[config.mk]
export PLATFORM = sky130hd
export DESIGN_NAME = ostq_ctrl
export DESIGN_NICKNAME = d
export VERILOG_FILES = /design/src/ostq_pkg.sv /design/src/ostq_ctrl.sv
export SDC_FILE = /design/constraint.sdc
export NUM_CORES = 1
export LEC_CHECK = 0
export ABC_AREA = 1
export CAP_MARGIN = 40
export CELL_PAD_IN_SITES_DETAIL_PLACEMENT = 1
export CELL_PAD_IN_SITES_GLOBAL_PLACEMENT = 1
export CORE_MARGIN = 1.5
export CORE_UTILIZATION = 40
export DETAILED_ROUTE_END_ITERATION = 8
export DONT_BUFFER_PORTS = 1
export GPL_TIMING_DRIVEN = 0
export PLACE_DENSITY = 0.73
export SYNTH_ARGS = -nofsm -noshare
export SYNTH_HDL_FRONTEND = slang
export SYNTH_SLANG_ARGS = --single-unit
[constraint.sdc]
create_clock -name clk -period 2.3 [get_ports clk]
set_input_delay 0.46 -clock clk [delete_from_list [all_inputs] [get_ports clk]]
set_output_delay 0.46 -clock clk [all_outputs]
set_load 0.05 [all_outputs]
[src/ostq_pkg.sv]
// Package for the one-shot timer queue: widths, codes and shared types.
// No dependencies.
package ostq_pkg;
  localparam int SLOTS = 16;
  localparam int SW = $clog2(SLOTS);
  localparam int CW = $clog2(SLOTS + 1);
  localparam int MAX_FIRE = SLOTS - 1;

  localparam logic [1:0] ACT_REG = 2'd0;
  localparam logic [1:0] ACT_REM = 2'd1;
  localparam logic [1:0] ACT_TICK = 2'd2;

  localparam logic [1:0] KIND_REG = 2'd0;
  localparam logic [1:0] KIND_REM = 2'd1;
  localparam logic [1:0] KIND_EXP = 2'd2;

  localparam logic [1:0] CFG_ENABLE = 2'd0;
  localparam logic [1:0] CFG_STEP = 2'd1;
  localparam logic [1:0] CFG_MARGIN = 2'd2;

  typedef struct packed {
    logic [1:0] action;
    logic [31:0] delay_us;
    logic [3:0] slot_request;
  } req_t;

  typedef struct packed {
    logic [1:0] kind;
    logic [3:0] slot_id;
    logic status;
    logic last;
  } rsp_t;

  // Controller commands to the datapath.
  typedef struct packed {
    logic load;    // capture the request
    logic exec;    // perform register or remove, advance time on a tick
    logic fire;    // pop the queue head
  } cmd_t;

  // Datapath status to the controller.
  typedef struct packed {
    logic head_due;  // queue nonempty and head deadline below limit
    logic enable;
  } sts_t;
endpackage

[src/ostq_ctrl.sv]
// Controller: sequences request capture, execution, reply and expiry firing.
// Depends on ostq_pkg.
module ostq_ctrl (
  input  logic clk,
  input  logic rst,
  input  logic in_valid,
  output logic in_ready,
  input  logic [1:0] in_action,
  output logic out_valid,
  input  logic out_ready,
  output ostq_pkg::rsp_t out_data,
  input  ostq_pkg::sts_t sts,
  input  ostq_pkg::rsp_t rsp_reg,
  input  ostq_pkg::rsp_t rsp_fire,
  output ostq_pkg::cmd_t cmd
);
  typedef enum logic [1:0] {IDLE, EXEC, FIRE, WAIT} state_t;
  state_t state;
  logic [1:0] act;
  logic [ostq_pkg::SW-1:0] nfired;

  wire out_free = !out_valid || out_ready;

  // A reply is presented after a register or remove, and after each expiry's last check.
  wire set_valid = ((state == EXEC) && out_free
                    && (act == ostq_pkg::ACT_REG || act == ostq_pkg::ACT_REM))
                   || (state == WAIT);

  always_comb begin
    cmd = '0;
    in_ready = (state == IDLE);
    cmd.load = in_valid && in_ready;
    cmd.exec = (state == EXEC) && out_free;
    cmd.fire = (state == FIRE) && out_free && sts.head_due
               && (32'(nfired) < ostq_pkg::MAX_FIRE);
  end

  always_ff @(posedge clk) begin
    if (rst) begin
      state <= IDLE;
      out_valid <= 1'b0;
      act <= '0;
      nfired <= '0;
    end else begin
      out_valid <= set_valid || (out_valid && !out_ready);
      case (state)
        IDLE: begin
          if (cmd.load) begin
            act <= in_action;
            state <= EXEC;
          end
        end
        EXEC: begin
          if (out_free) begin
            nfired <= '0;
            if (act == ostq_pkg::ACT_REG || act == ostq_pkg::ACT_REM) begin
              out_data <= rsp_reg;
              state <= IDLE;
            end else if (act == ostq_pkg::ACT_TICK && sts.enable) begin
              state <= FIRE;
            end else begin
              state <= IDLE;
            end
          end
        end
        FIRE: begin
          // Hold each expiry until the next head is known so last is exact.
          if (out_free) begin
            if (cmd.fire) begin
              out_data <= rsp_fire;
              nfired <= nfired + 1'b1;
              state <= WAIT;
            end else begin
              state <= IDLE;
            end
          end
        end
        WAIT: begin
          out_data.last <= !(sts.head_due && (32'(nfired) < ostq_pkg::MAX_FIRE));
          state <= FIRE;
        end
        default: state <= IDLE;
      endcase
    end
  end
endmodule

==> results.py, run 1 <==
metrics = {
    "yosys": {
        "syn_avg_cell_area_um2": 8.149,
        "synth_most_common_cell": "nand2_1",
        "synth_seq_cells": 17,
        "synthCells": 113,
        "ys_seq_area_share_pct": 45.65,
        "synth_nets": 138,
        "ys_top_cells_by_area": "edfxtp_1 (26%), dfxtp_1 (20%), nand2_1 (14%), inv_1 (4.9%), nor2_1 (4.5%)",
        "synth_cell_type_count": 26,
        "yosys_warnings": 0,
        "yosysTopAreaCell": "edfxtp_1",
        "synth_top_area_share_pct": 26.09,
        "yosys_most_used_dff": "dfxtp_1",
        "synthTopCellsByCount": "nand2_1 (34), inv_1 (12), nor2_1 (11)",
        "synth_edf_count": 8,
        "synthArstFlopShare_pct": 0,
        "syn_area_um2": 920.9,
    },
    "clock_network": {
        "cts.sinks": 17,
        "cts_root_buffer": "clkbuf_4",
        "cts-htree-levels": 1,
        "cts_buffers": 3,
        "clkTransAtPathRegs_ns": 0.10,
        "cts_buffer_depth": 2,
        "cts_tree": "built",
        "clock_latency_ns": 0.28,
    },
    "critical_path": {
        "critPathLaunchType": "flop",
        "crit_arrival_ns": 1.65,
        "critPathKind": "reg -> out",
        "cp_max_fo": 5,
        "r2r_slack_ns": 0.25,
        "end_kind": "output port",
        "required_ns": 1.84,
    },
    "timing": {
        "max_slew_margin_pct": 59.64,
        "tightest_slew_ns": 0.6032,
        "setup_violations": 0,
        "fmax_ghz": 0.4738,
        "maxSlewViolCount": 0,
        "hold_violations": 0,
        "fin_crit_ns": 2.110,
        "rsz0062_at_grt": "false",
        "tns_ns": 0,
        "period_share_pct": 91.76,
        "finClkSkew_ns": 0.002029,
    },
    "detailed_routing": {
        "routed_wl_um": 1916,
        "drt_iter0_drc": 5,
        "via_count": 740,
        "drt-pass1-iter-count": 3,
        "wl_per_cell_um": 13.12,
        "drc_errors": 0,
        "ant_nets": 0,
        "viasPerCell": 5.068,
    },
    "floorplanning": {
        "die-area_mm2": 0.002599,
        "design.core.area_mm2": 0.002191,
        "num_io_pins": 37,
        "row_count": 17,
        "fp.dieW_um": 50.98,
        "dieHeight_um": 50.98,
        "initial_core_util_pct": 42.03,
    },
    "layout": {
        "final_area_um2": 993.5,
        "diodes": 0,
        "fin_cells": 146,
        "area.sequential_um2": 420.4,
        "final_nets": 144,
        "multi_input_area_um2": 432.9,
        "areaGrowthSynthToFinish_pct": 7.880,
        "n_fill_cell": 277,
        "post-route-util_pct": 45.35,
        "drive_gt1_share_pct": 17.80,
    },
    "power_and_ir_drop": {
        "p_total_mw": 0.5870,
        "powerDensity_mw_per_mm2": 590.9,
        "total_leakage_power_nw": 0.4565,
        "peakVddDrop_uv": 249.9,
    },
    "placed_design": {
        "place_inst": 142,
        "port_buffers": 0,
        "dp_hpwl_um": 1493,
        "postPlaceCellArea_um2": 963.4,
        "finalWeightedCongestion": 0.8171,
    },
    "outcome": {
        "status": "finished, final reports clean",
    },
    "global_route": {
        "grt_pass1_vias": 740,
        "grt_pass1_wl_um": 3284,
        "grt_start_max_net_pins": 11,
        "grt_use_total_pct": 16.83,
        "antenna_found_initial": 0,
        "overflow": 0,
    },
    "flow_run": {
        "cap_violations": 0,
    },
    "min_path": {
        "hp-class": "in -> reg",
    },
}
[cells by family after synthesis]
| group | synth area share, % |
|---|---|
| AND/OR/NAND/NOR | 34.10 |
| buffers and inverters | 7.609 |
| flip-flops | 45.65 |
| AO/OA/AOI/OAI | 10.33 |
| XOR/XNOR | 0.9513 |
| adder cells (fa/ha/maj) | 1.358 |
[routing by layer]
layer | global-route usage [%] | wire (um)
met1 | 22.69 | 916
met2 | 26.84 | 911
met3 | 3.509 | 77
met4 | 5.405 | 11
met5 | 0 | 0
[final cells by class]
| cell class | instances | area share, % |
|---|---|---|
| Clock buffer | 3 | 2.267 |
| Timing Repair Buffer | 1 | 0.7557 |
| Clock inverter | 1 | 0.5038 |
| Tap cell | 28 | 3.526 |
| Multi-Input combinational cell | 79 | 43.58 |
| Buffer | 1 | 0.7557 |
| Inverter | 16 | 6.297 |
| Sequential cell | 17 | 42.32 |
[flip-flops by register name, summed over array words and instances, names as in the netlist]
register,cells
nfired,4
out_data,8
out_valid,1
act,2
state,2
[report_power, final]
| group | switching (mW) | internal [mW] | total, mW |
|---|---|---|---|
| clock network | 0.0947 | 0.0646 | 0.159 |
| logic | 0.0501 | 0.0211 | 0.0712 |
| registers | 0.0262 | 0.330 | 0.357 |
| total | 0.171 | 0.416 | 0.587 |
[cell usage in the layout, fill, tap and decap left out, drive strengths merged]
master,count
inv,16
o21ai,5
nand2,38
ha,1
o21bai,2
a21oi,5
a22oi,1
edfxtp,8
clkinv,1
xor2,1
nand3,7
nand4,2
buf,2
clkbuf,3
dfxtp,9
nor2,14
or2,1
o31ai,1
nand3b,1
[path summary, 6_finish.rpt]
| path | start | endpoint | depth (start not counted) |
|---|---|---|---|
| min | rst | nfired[2] | 1 |
| max reg2reg | out_valid | out_data[1] | 5 |
| max | out_valid | cmd[1] | 3 |
| min reg2reg | act[0] | act[0] | 2 |
[metrics by stage]
| stage | hold slack (ns) | setup WS [ns] |
|---|---|---|
| floorplan | 0.4286 | 0.3557 |
| finish | 0.2195 | 0.1896 |
| CTS | 0.2088 | 0.1619 |
| global placement | 0.4481 | 0.2663 |
| detailed placement | 0.4547 | 0.2613 |
| global route | 0.1982 | 0.1046 |
[timing repair]
item	in CTS	in global routing
buffers inserted	0	0
setup endpoints to repair	1	0
resized for setup	1	0
hold buffers	0	0
[critical path, stage by stage, from the launching register on]
cell and delay, ns:
dfxtp_1 0.49, nand2_1 0.28, inv_1 0.15, nor2_2 0.45
Power figures use the tool's default switching activity.
==> run 2: changes to the inputs <==
--- a/config.mk
+++ b/config.mk
@@ -7,5 +7,5 @@
 export LEC_CHECK = 0
 export ABC_AREA = 1
-export CAP_MARGIN = 40
+export CAP_MARGIN = 20
 export CELL_PAD_IN_SITES_DETAIL_PLACEMENT = 1
 export CELL_PAD_IN_SITES_GLOBAL_PLACEMENT = 1
==> constraint.sdc (replaced) <==
create_clock -name clk -period 2.3 [get_ports clk]
set_input_delay 0.345 -clock clk [delete_from_list [all_inputs] [get_ports clk]]
set_output_delay 0.345 -clock clk [all_outputs]
set_load 0.05 [all_outputs]
==> run 2 against run 1 <==
Via count fell by 4.2%; register-to-register slack is essentially flat; worst setup slack gained 0.052 ns; global-route usage is 0.50 points lower; die area did not move; flip-flop and latch count stayed put; worst hold slack worse by 0.12 ns; first-iteration DRC count unchanged; clock skew shrank 0.0011 ns; sequential share of layout area increased by 0.32 points; wire length is 1.5% lower; critical path depth rose by 2; critical path type is now reg -> reg; critical endpoint is now out_data[4].
==> results.py, run 2 (synthesis gave the netlist of run 1 again) <==
metrics = {
    "timing": {
        "finClkSkew_ns": 0.0009741,
        "fmax_ghz": 0.4859,
        "tightest_slew_ns": 0.9941,
        "rsz0062_at_grt": "false",
        "setup_violations": 0,
        "fin_crit_ns": 2.058,
        "tns_ns": 0,
        "fin_hold_ws_ns": 0.1012,
        "finalWorstSetupSlack_ns": 0.2418,
        "maxSlewViolCount": 0,
        "max_slew_margin_pct": 33.48,
        "period_share_pct": 89.49,
        "hold_violations": 0,
    },
    "placed_design": {
        "dp_hpwl_um": 1487,
        "finalWeightedCongestion": 0.8171,
        "port_buffers": 0,
        "dp_worst_setup_slack_ns": 0.2484,
        "place_inst": 141,
    },
    "floorplanning": {
        "initial_core_util_pct": 42.03,
        "row_count": 17,
        "dieHeight_um": 50.98,
        "design.core.area_mm2": 0.002191,
        "num_io_pins": 37,
        "fp.dieW_um": 50.98,
        "die-area_mm2": 0.002599,
    },
    "detailed_routing": {
        "drt-pass1-iter-count": 3,
        "via_count": 709,
        "wl_per_cell_um": 13.01,
        "drt_iter0_drc": 5,
        "drc_errors": 0,
        "routed_wl_um": 1887,
        "ant_nets": 0,
        "viasPerCell": 4.890,
    },
    "global_route": {
        "grt_pass1_vias": 713,
        "grt_use_total_pct": 16.34,
        "use_met1_pct": 21.59,
        "use_met3_pct": 3.509,
        "grt_pass1_wl_um": 3160,
        "antenna_found_initial": 0,
        "grt_start_max_net_pins": 11,
        "overflow": 0,
        "met2_usage_pct": 25.11,
        "top_usage_layer": "met2",
    },
    "clock_network": {
        "postCtsSetupRepairBufs": 0,
        "cts-htree-levels": 1,
        "cts_buffer_depth": 2,
        "clkTransAtPathRegs_ns": 0.10,
        "cts_buffers": 3,
        "cts_root_buffer": "clkbuf_4",
        "clock_latency_ns": 0.29,
        "cts_tree": "built",
        "cts-hold-fix-buffers": 0,
        "cts.sinks": 17,
        "ctsResizeCount": 0,
    },
    "critical_path": {
        "required_ns": 2.24,
        "crit_arrival_ns": 2.00,
        "slowest_delay_ns": 0.49,
        "cpMaxStageDelayCell": "dfxtp_1",
        "critPathLaunchType": "flop",
        "end_kind": "flop",
        "critPathKind": "reg -> reg",
        "cp_max_fo": 7,
        "worstPathCellList": "nand2_1 -> inv_1 -> o21bai_4 -> nand2_4 -> nor2_1",
        "crit_start": "out_valid",
        "timing.rr.start": "out_valid",
    },
    "layout": {
        "largest_reg_flops": 8,
        "post-route-util_pct": 45.00,
        "final_nets": 143,
        "layout_common_cells": "nand2_1 (34), inv_1 (12), nor2_1 (10)",
        "drive_gt1_share_pct": 17.09,
        "reg_top3": "out_data x8, nfired x4",
        "layout_commonest_cell": "nand2_1",
        "diodes": 0,
        "areaGrowthSynthToFinish_pct": 7.065,
        "fin_cells": 145,
        "top_register": "out_data",
    },
    "power_and_ir_drop": {
        "total_leakage_power_nw": 0.4516,
        "peakVddDrop_uv": 271.4,
        "powerDensity_mw_per_mm2": 596.1,
    },
    "outcome": {
        "status": "finished, final reports clean",
    },
    "flow_run": {
        "cap_violations": 0,
    },
    "min_path": {
        "hp-class": "in -> reg",
        "hp-start": "rst",
    },
}
==> run 2: cell types whose count changed in the layout (fill, tap and decap cells not counted) <==
cell   previous run  this run
buf_4             2         1
==> run 2: cell type report <==
| cell class | instances | area (um^2) |
|---|---|---|
| buffer | 1 | 7.507 |
| clock buffer | 3 | 22.52 |
| clock inverter | 1 | 5.005 |
| fill | 278 | 1205 |
| inverter | 16 | 62.56 |
| multi-input combinational | 79 | 432.9 |
| sequential | 17 | 420.4 |
| tap | 28 | 35.03 |
==> run 2: power by group <==
group	switching [mW]	total [mW]	internal (mW)	leakage, nW
registers	0.0262	0.357	0.330	0.147
logic	0.0492	0.0687	0.0195	0.287
clock network	0.0977	0.162	0.0646	0.0177
==> run 2: per-stage QoR <==
stage / cell area, um^2 / power [mW]
detailed placement: 955.9 / 0.4327
global placement: 955.9 / 0.4299
finish: 985.9 / 0.5877
floorplan: 920.9 / 0.4201
global route: 985.9 / 0.6137
CTS: 983.4 / 0.5930
==> run 2: final timing paths <==
path | endpoint | slack, ns | cells after the start
min | nfired[2] | 0.10 | 1
max | out_data[4] | 0.24 | 5
max reg2reg | out_data[4] | 0.24 | 5
min reg2reg | act[0] | 0.47 | 2
==> run 2: critical path, delay by kind of cell, from the launching register on <==
kind,cells,cell delay (ns)
compound gates,1,0.23
buf+inv,1,0.15
flops,1,0.49
simple gates,3,0.84
==> run 2: per-layer routing <==
metal	share of wire [%]	routed length, um
met2	48	910
met1	47	885
met4	0.69	13
met5	0	0
met3	4.1	78
==> run 3: changes to the inputs <==
Settings changed: CTS_BUF_LIST from default to sky130_fd_sc_hd__clkbuf_8, PLACE_DENSITY 0.73 to 0.76, REMOVE_ABC_BUFFERS from default to 1.
Clock period 2.3 ns to 1.68 ns, I/O delays scaled along.
==> run 3 against run 2 <==
Sequential power up 37%; count of clock-buffer cells in the layout unchanged; worst setup slack worse by 0.17 ns; non-clock buffer count up 2; highest routed layer unchanged.
==> results.py, run 3 (synthesis gave the netlist of run 1 again) <==
metrics = {
    "detailed_routing": {
        "routed_wl_um": 2190,
        "wl_per_cell_um": 14.90,
        "via_count": 752,
        "drt-pass1-iter-count": 4,
        "drt_iter0_drc": 9,
        "ant_nets": 0,
        "viasPerCell": 5.116,
        "drc_errors": 0,
    },
    "layout": {
        "top_register": "out_data",
        "drive_gt1_share_pct": 23.53,
        "areaGrowthSynthToFinish_pct": 13.86,
        "diodes": 0,
        "layout_commonest_cell": "nand2_1",
        "n_fill_cell": 273,
        "post-route-util_pct": 47.86,
        "reg_top3": "out_data x8, nfired x4",
        "final_nets": 145,
        "layout_common_cells": "nand2_1 (32), inv_1 (13), nor2_1 (8), edfxtp_1 (8)",
        "largest_reg_flops": 8,
    },
    "critical_path": {
        "critPathLaunchType": "flop",
        "worstPathCellList": "ha_2 -> nand3_1 -> nand2_2 -> nor2_4",
        "end_kind": "output port",
        "reg2regPathDepth": 6,
        "timing.rr.start": "nfired[0]",
        "critPathKind": "reg -> out",
        "crit_arrival_ns": 1.35,
        "crit_start": "nfired[0]",
        "required_ns": 1.43,
        "reg2reg_to": "out_data[1]",
        "slowest_delay_ns": 0.35,
        "r2r_slack_ns": 0.11,
        "cp_max_fo": 5,
        "cpMaxStageDelayCell": "dfxtp_2",
    },
    "timing": {
        "finClkSkew_ns": 0.002973,
        "hold_violations": 0,
        "fmax_ghz": 0.6235,
        "finalWorstSetupSlack_ns": 0.07618,
        "rsz0062_at_grt": "false",
        "tightest_slew_ns": 0.4695,
        "setup_violations": 0,
        "fin_hold_ws_ns": 0.05831,
        "max_slew_margin_pct": 68.77,
        "maxSlewViolCount": 0,
        "fin_crit_ns": 1.604,
        "period_share_pct": 95.47,
    },
    "clock_network": {
        "cts_buffers": 3,
        "cts_root_buffer": "clkbuf_8",
        "cts.sinks": 17,
        "clock_latency_ns": 0.25,
        "cts_buffer_depth": 2,
        "cts-htree-levels": 1,
        "cts-hold-fix-buffers": 0,
        "cts_tree": "built",
        "clkTransAtPathRegs_ns": 0.07,
    },
    "floorplanning": {
        "fp.dieW_um": 50.98,
        "die-area_mm2": 0.002599,
        "dieHeight_um": 50.98,
        "num_io_pins": 37,
        "row_count": 17,
        "design.core.area_mm2": 0.002191,
        "initial_core_util_pct": 42.03,
    },
    "placed_design": {
        "dp_hpwl_um": 1565,
        "finalWeightedCongestion": 0.7966,
        "dp_worst_setup_slack_ns": -0.4181,
        "port_buffers": 0,
    },
    "outcome": {
        "status": "finished, final reports clean",
    },
    "min_path": {
        "whs_endpoint": "out_valid",
        "hp-start": "rst",
        "hold_depth": 1,
        "hp-class": "in -> reg",
    },
    "global_route": {
        "overflow": 0,
        "grt_pass1_wl_um": 3429,
        "grt_use_total_pct": 17.69,
        "grt_start_max_net_pins": 12,
        "grt_pass1_vias": 751,
        "antenna_found_initial": 0,
    },
    "power_and_ir_drop": {
        "total_leakage_power_nw": 0.4695,
        "powerDensity_mw_per_mm2": 856.0,
        "p_total_mw": 0.8976,
        "peakVddDrop_uv": 309.5,
    },
    "flow_run": {
        "cap_violations": 0,
    },
}
-- run 3: changes by cell type in the layout (fill, tap and decap cells not counted), sizes merged --
cell,delta
clkinv,-1
inv,+1
buf,+2
-- run 3: how the worst max path moves through the flow --
stage	endpoint	slack, ns	cells past startpoint
6_report	cmd[0]	0.08	4
5_1_grt	cmd[0]	0.02	4
4_1_cts	cmd[0]	0.02	4
3_5_place_dp	out_data[7]	-0.42	5
3_3_place_gp	out_data[3]	-0.32	5
2_1_floorplan	out_data[1]	-0.11	5
-- run 3: report_power, final --
group / internal, mW / total (mW) / leakage (nW) / switching [mW]
Clock: 0.162 / 0.305 / 0.0269 / 0.142
Sequential: 0.453 / 0.490 / 0.148 / 0.0366
Combinational: 0.0300 / 0.103 / 0.295 / 0.0731
Total: 0.645 / 0.898 / 0.470 / 0.252
-- run 3: cell type report --
class	count	area (um^2)	area share (%)
Sequential cell	17	422.9	40.33
Timing Repair Buffer	3	22.52	2.148
Clock inverter	1	3.754	0.3580
Inverter	16	62.56	5.967
Clock buffer	3	41.29	3.938
Tap cell	28	35.03	3.341
Multi-Input combinational cell	79	460.4	43.91
-- run 3: metrics by stage --
step | TNS (ns) | instance area (um^2) | cells
floorplan | -0.9031 | 913.4 | 112
global route | 0 | 1049 | 147
detailed placement | -3.546 | 948.4 | 140
finish | 0 | 1049 | 147
CTS | 0 | 1042 | 147
global placement | -2.648 | 948.4 | 140
-- run 3: repair_timing --
action                                  4_1_cts  5_1_grt
gates resized for setup                       9        2
setup buffers                                 3        0
endpoints found under the setup margin       13        2
pin swaps                                     4        1
-- run 3: critical path: cells and delay by family (launching register included) --
family | cells | cell delay [ns]
fa+ha+maj | 1 | 0.20
flops | 1 | 0.35
simple gates | 3 | 0.56
-- run 3: layer usage --
metal	routed length, um	GRT usage, %	part of all wire (%)
met5	0	0	0
met4	32	9.459	1.5
met3	109	4.678	5.0
met2	1082	27.71	49
met1	965	22.10	44
